--- config.mk ---
export PLATFORM = sky130hd
export DESIGN_NAME = apsp_ram
export DESIGN_NICKNAME = d
export VERILOG_FILES = /design/src/hw/rtl/apsp_ram.sv
export SDC_FILE = /design/constraint.sdc
export NUM_CORES = 2
export LEC_CHECK = 0
export BUFFER_PORTS_ARGS = -buffer_cell sky130_fd_sc_hd__buf_4
export CAP_MARGIN = 10
export CORE_ASPECT_RATIO = 2
export CORE_UTILIZATION = 65
export CTS_BUF_LIST = sky130_fd_sc_hd__clkbuf_8
export CTS_CLUSTER_DIAMETER = 200
export DETAILED_ROUTE_END_ITERATION = 8
export PLACE_DENSITY = 0.83
export SETUP_SLACK_MARGIN = 0.4
export SLEW_MARGIN = 20
export SYNTH_ARGS = -nofsm -noshare
export SYNTH_HDL_FRONTEND = slang
export SYNTH_SLANG_ARGS = --single-unit
--- constraint.sdc ---
create_clock -name clk_i -period 4.98 [get_ports clk_i]
set_input_delay 0.996 -clock clk_i [delete_from_list [all_inputs] [get_ports clk_i]]
set_output_delay 0.996 -clock clk_i [all_outputs]
set_load 0.05 [all_outputs]
--- src/hw/rtl/apsp_ram.sv ---
// Generic single-write, single-read RAM with registered read data.
// No dependencies.
`timescale 1ns / 1ps

module apsp_ram #(
  parameter int unsigned DATA_W = 32,
  parameter int unsigned DEPTH  = 64
) (
  input  logic                     clk_i,
  input  logic                     we_i,
  input  logic [$clog2(DEPTH)-1:0] waddr_i,
  input  logic [DATA_W-1:0]        wdata_i,
  input  logic [$clog2(DEPTH)-1:0] raddr_i,
  output logic [DATA_W-1:0]        rdata_o
);

  logic [DATA_W-1:0] mem_q [DEPTH];
  logic [DATA_W-1:0] rdata_q;

  always_ff @(posedge clk_i) begin
    if (we_i) begin
      mem_q[waddr_i] <= wdata_i;
    end
    rdata_q <= mem_q[raddr_i];
  end

  assign rdata_o = rdata_q;

endmodule

# After elaboration in Yosys (flattened, before gate mapping)
# Memory sizes are Yosys's and may differ from the RTL's. A register that Yosys moved wholly into a read port is not among the register bits.
# Cells that the tools add are included.
# classes
muxes	2
# ops
operator	n
1-bit 2-to-1 mux	2
# totals
ff_bits	0
ramBits	2048
in_bits	46
out_inout_bits	32
word_cells	3
n_memories	1
# mem_list
name	depth	word_bits	rd	rd_clocked_by_memory_dff	write_ports	line	source
mem_q	64	32	1	1	1	17	logic [DATA_W-1:0] mem_q [DEPTH];

# Logic depth before layout (Yosys ltp)
# logic_depth
word_depth	2
ltp_mapped	10
ltp_nobuf	5

# Worst setup path before layout
# Ideal clock, no wire load.
# synth_path
path_type	input to register
start	in waddr_i[3]
end	mem mem_q[48][0], enable pin
setup_time_ns	0.461
arrival_ns	3.695
t_required_ns	4.519
path_slack_ns	0.824
cell_stages	4
n_path_buf	1
path_cell_list	clkbuf_1 > nor2b_1 > nand4b_1 > nor3_1
# synth_lines
element	line	source
from (decl)	11	input logic [$clog2(DEPTH)-1:0] waddr_i,
to (decl)	17	
# No word-level cell before the write port.

==> qor.csv <==
metric,value,unit
compound-cell area share of the yosys netlist,1.67,%
Min-Delay Path Class,input pin to flip-flop,
vias in the first global route,42000,
CTS tree,yes,
Num Clock Sinks,2080,
initial antenna violation count,15,
leak pwr,27.5,nW
Syn Area/Cell,23.6,µm²
"Cell Count, Final, Fillers Out",5395,
die extent in x,248,µm
port bufs,77,
"top cells by area, synth","edfxtp_1 78%, mux4_2 16%, mux2i_1 1.2%, dfxtp_1 0.82%, o22ai_1 0.67%",
Post-Synth Simple-Gate Area,1.27,%
Tot GR Track Use,37.0,%
Core Area,0.120,mm²
Post-DP Area,0.0820,mm²
largest family of logic cells by synthesized area,multiplexers,
part of the Yosys area used for sequential elements,79.1,%
drt wl/cell,40.4,µm
worst slew pin tran,1.18,ns
Max IR drop VDD,0.336,mV
Placed Cells,4915,
setup_tns,0,ns
Layout Utilization,72.6,%
# DRC,6,
setup repair bufs after CTS,0,
final setup fails,0,
Worst-path clk slew,0.07,ns
Fin Hold WS,0.538,ns
"count leader, synth",edfxtp_1,
Syn Inst Count,3324,
min Tclk post-route,3.20,ns
Clock Path Buffers,4,
clock skew,0.0416,ns
"area leader, netlist",edfxtp_1,
crit share post-route,64.3,%
final hold vios,0,
CP Launch Type,input pin,
root buf cell,clkbuf_8,
total CTS buffers,277,
HPWL after DPL,124000,µm
relative slew slack,21.0,%
vias per cell,7.44,
die footprint,0.122,mm²
Netlist cell types,34,
Post-CTS Hold Fix Bufs,0,
remaining antenna violation count,0,
DIE HEIGHT,494,µm
largest net degree at the start of global routing,94,
share of cells above drive strength 1,31.2,%
via count,40200,
synthesized-area fraction occupied by adder cells,0,%
f_max,0.312,GHz
worst setup margin,1.78,ns
GRT overflow,0,
mux share of post-synthesis cell area,16.8,%
WP data required,5.81,ns
Clock Latency Late Sink,0.99,ns
Final GP Congestion,0.831,
status,"finished, violations left",
Main synth FF type,edfxtp_1,
Crit Path Category,input pin to flip-flop,
area grow syn2layout,11.0,%
most frequent cells after synthesis,"2048 x edfxtp_1, 544 x mux4_2, 137 x nor2_1, 93 x mux2i_1, 84 x o22ai_1",
post-route cell area,0.0871,mm²
Starting Density,65.4,%
I/O pin cnt,78,
TritonRoute pass-1 iters,8,
failing checks,design-rule violations,
Placement Setup Slack,0.939,ns
number of nets in the layout,3693,
Routed WL,218000,µm
RSZ-0062 raised after global routing,no,
Max Transition Viols Final,0,
Post-synth EDFFs,2048,
CP max FO,40,
Async SR Flop Fraction,0,%
Post-Synth XOR/XNOR Area,0,%
WP data arrival,4.03,ns
Seq cells post-synth,2080,
Syn Nets,3370,
mapped cell area,0.0785,mm²
maximum capacitance violations,0,
Yosys top cell area share,78.3,%
global-route wire length before repair,304000,µm
Power Density,386,mW/mm²
Worst Setup End Kind,flip-flop,
Post-CTS Resized,0,
row count,180,
CTS H-tree depth,5,
Synthesis Warnings,0,
Layout fillers,5995,
Tot Pwr,33.7,mW
1st-iter DRT viols,5965,
[routing by layer]
layer	track usage, %	up-vias	routed length [µm]
met2	59.9	3960	109000
met3	9.39	1103	27600
met1	41.8	20200	60800
met4	29.1	14	20500
met5	0	-	90
li1	-	14900	-
[final timing paths]
kind            startpoint           end  depth (start not counted)  slack [ns]
min reg2reg  mem_q[12][17]   rdata_o[17]                          4        0.84
min            wdata_i[26]  mem_q[8][26]                          1        0.54
max reg2reg   mem_q[14][0]    rdata_o[0]                          5        2.58
max             raddr_i[0]   rdata_o[18]                          8        1.78
[power breakdown]
group / total (mW) / switching [mW] / internal (mW) / leakage, nW
Sequential: 19.5 / 0.0992 / 19.4 / 18.7
Combinational: 1.99 / 1.30 / 0.685 / 5.91
Clock: 12.2 / 6.23 / 5.99 / 2.86
Total: 33.7 / 7.63 / 26.0 / 27.5
[sequential cells by signal, summed over array words and instances (netlist names)]
| register | cells |
|---|---|
| mem_q | 2048 |
| rdata_o | 32 |
[logic make-up after synthesis]
kind of cell / after synthesis
buffers and inverters: 182
multiplexers: 637
flip-flops: 2080
AND/OR/NAND/NOR: 223
AO/OA/AOI/OAI: 202
[worst max-delay path, cell delays in order]
cell and delay, ns:
buf_8 0.39, buf_12 0.33, buf_4 0.35, mux4_2 0.59
o22ai_1 0.22, nor3_1 0.12, a31oi_1 0.82, nor2_1 0.13
[layout by cell type (no fill, tap or decap), drive strengths merged, types with 4 or more instances in the layout]
master / count
o32ai: 4
mux4: 544
clkinvlp: 7
a21oi: 62
clkbuf: 294
nand2: 26
nand3b: 5
buf: 226
o221ai: 27
bufinv: 10
a22oi: 12
or3b: 5
edfxtp: 2048
nor2b: 15
dfxtp: 32
nand2b: 8
a41o: 4
and3: 4
nor2: 137
a311oi: 8
o22ai: 84
inv: 68
clkinv: 90
mux2i: 93
nand3: 5
diode: 11
nor3: 7
[layout make-up]
| cell class | count | area, µm² | area share (%) |
|---|---|---|---|
| multi-input combinational | 1062 | 16000 | 18.3 |
| clock inverter | 175 | 1010 | 1.16 |
| antenna | 11 | 27.5 | 0.0316 |
| sequential | 2080 | 62100 | 71.3 |
| tap | 1547 | 1940 | 2.22 |
| clock buffer | 294 | 4050 | 4.64 |
| timing repair buffer | 226 | 1990 | 2.29 |
No activity file was read; power rests on OpenSTA's default activity.
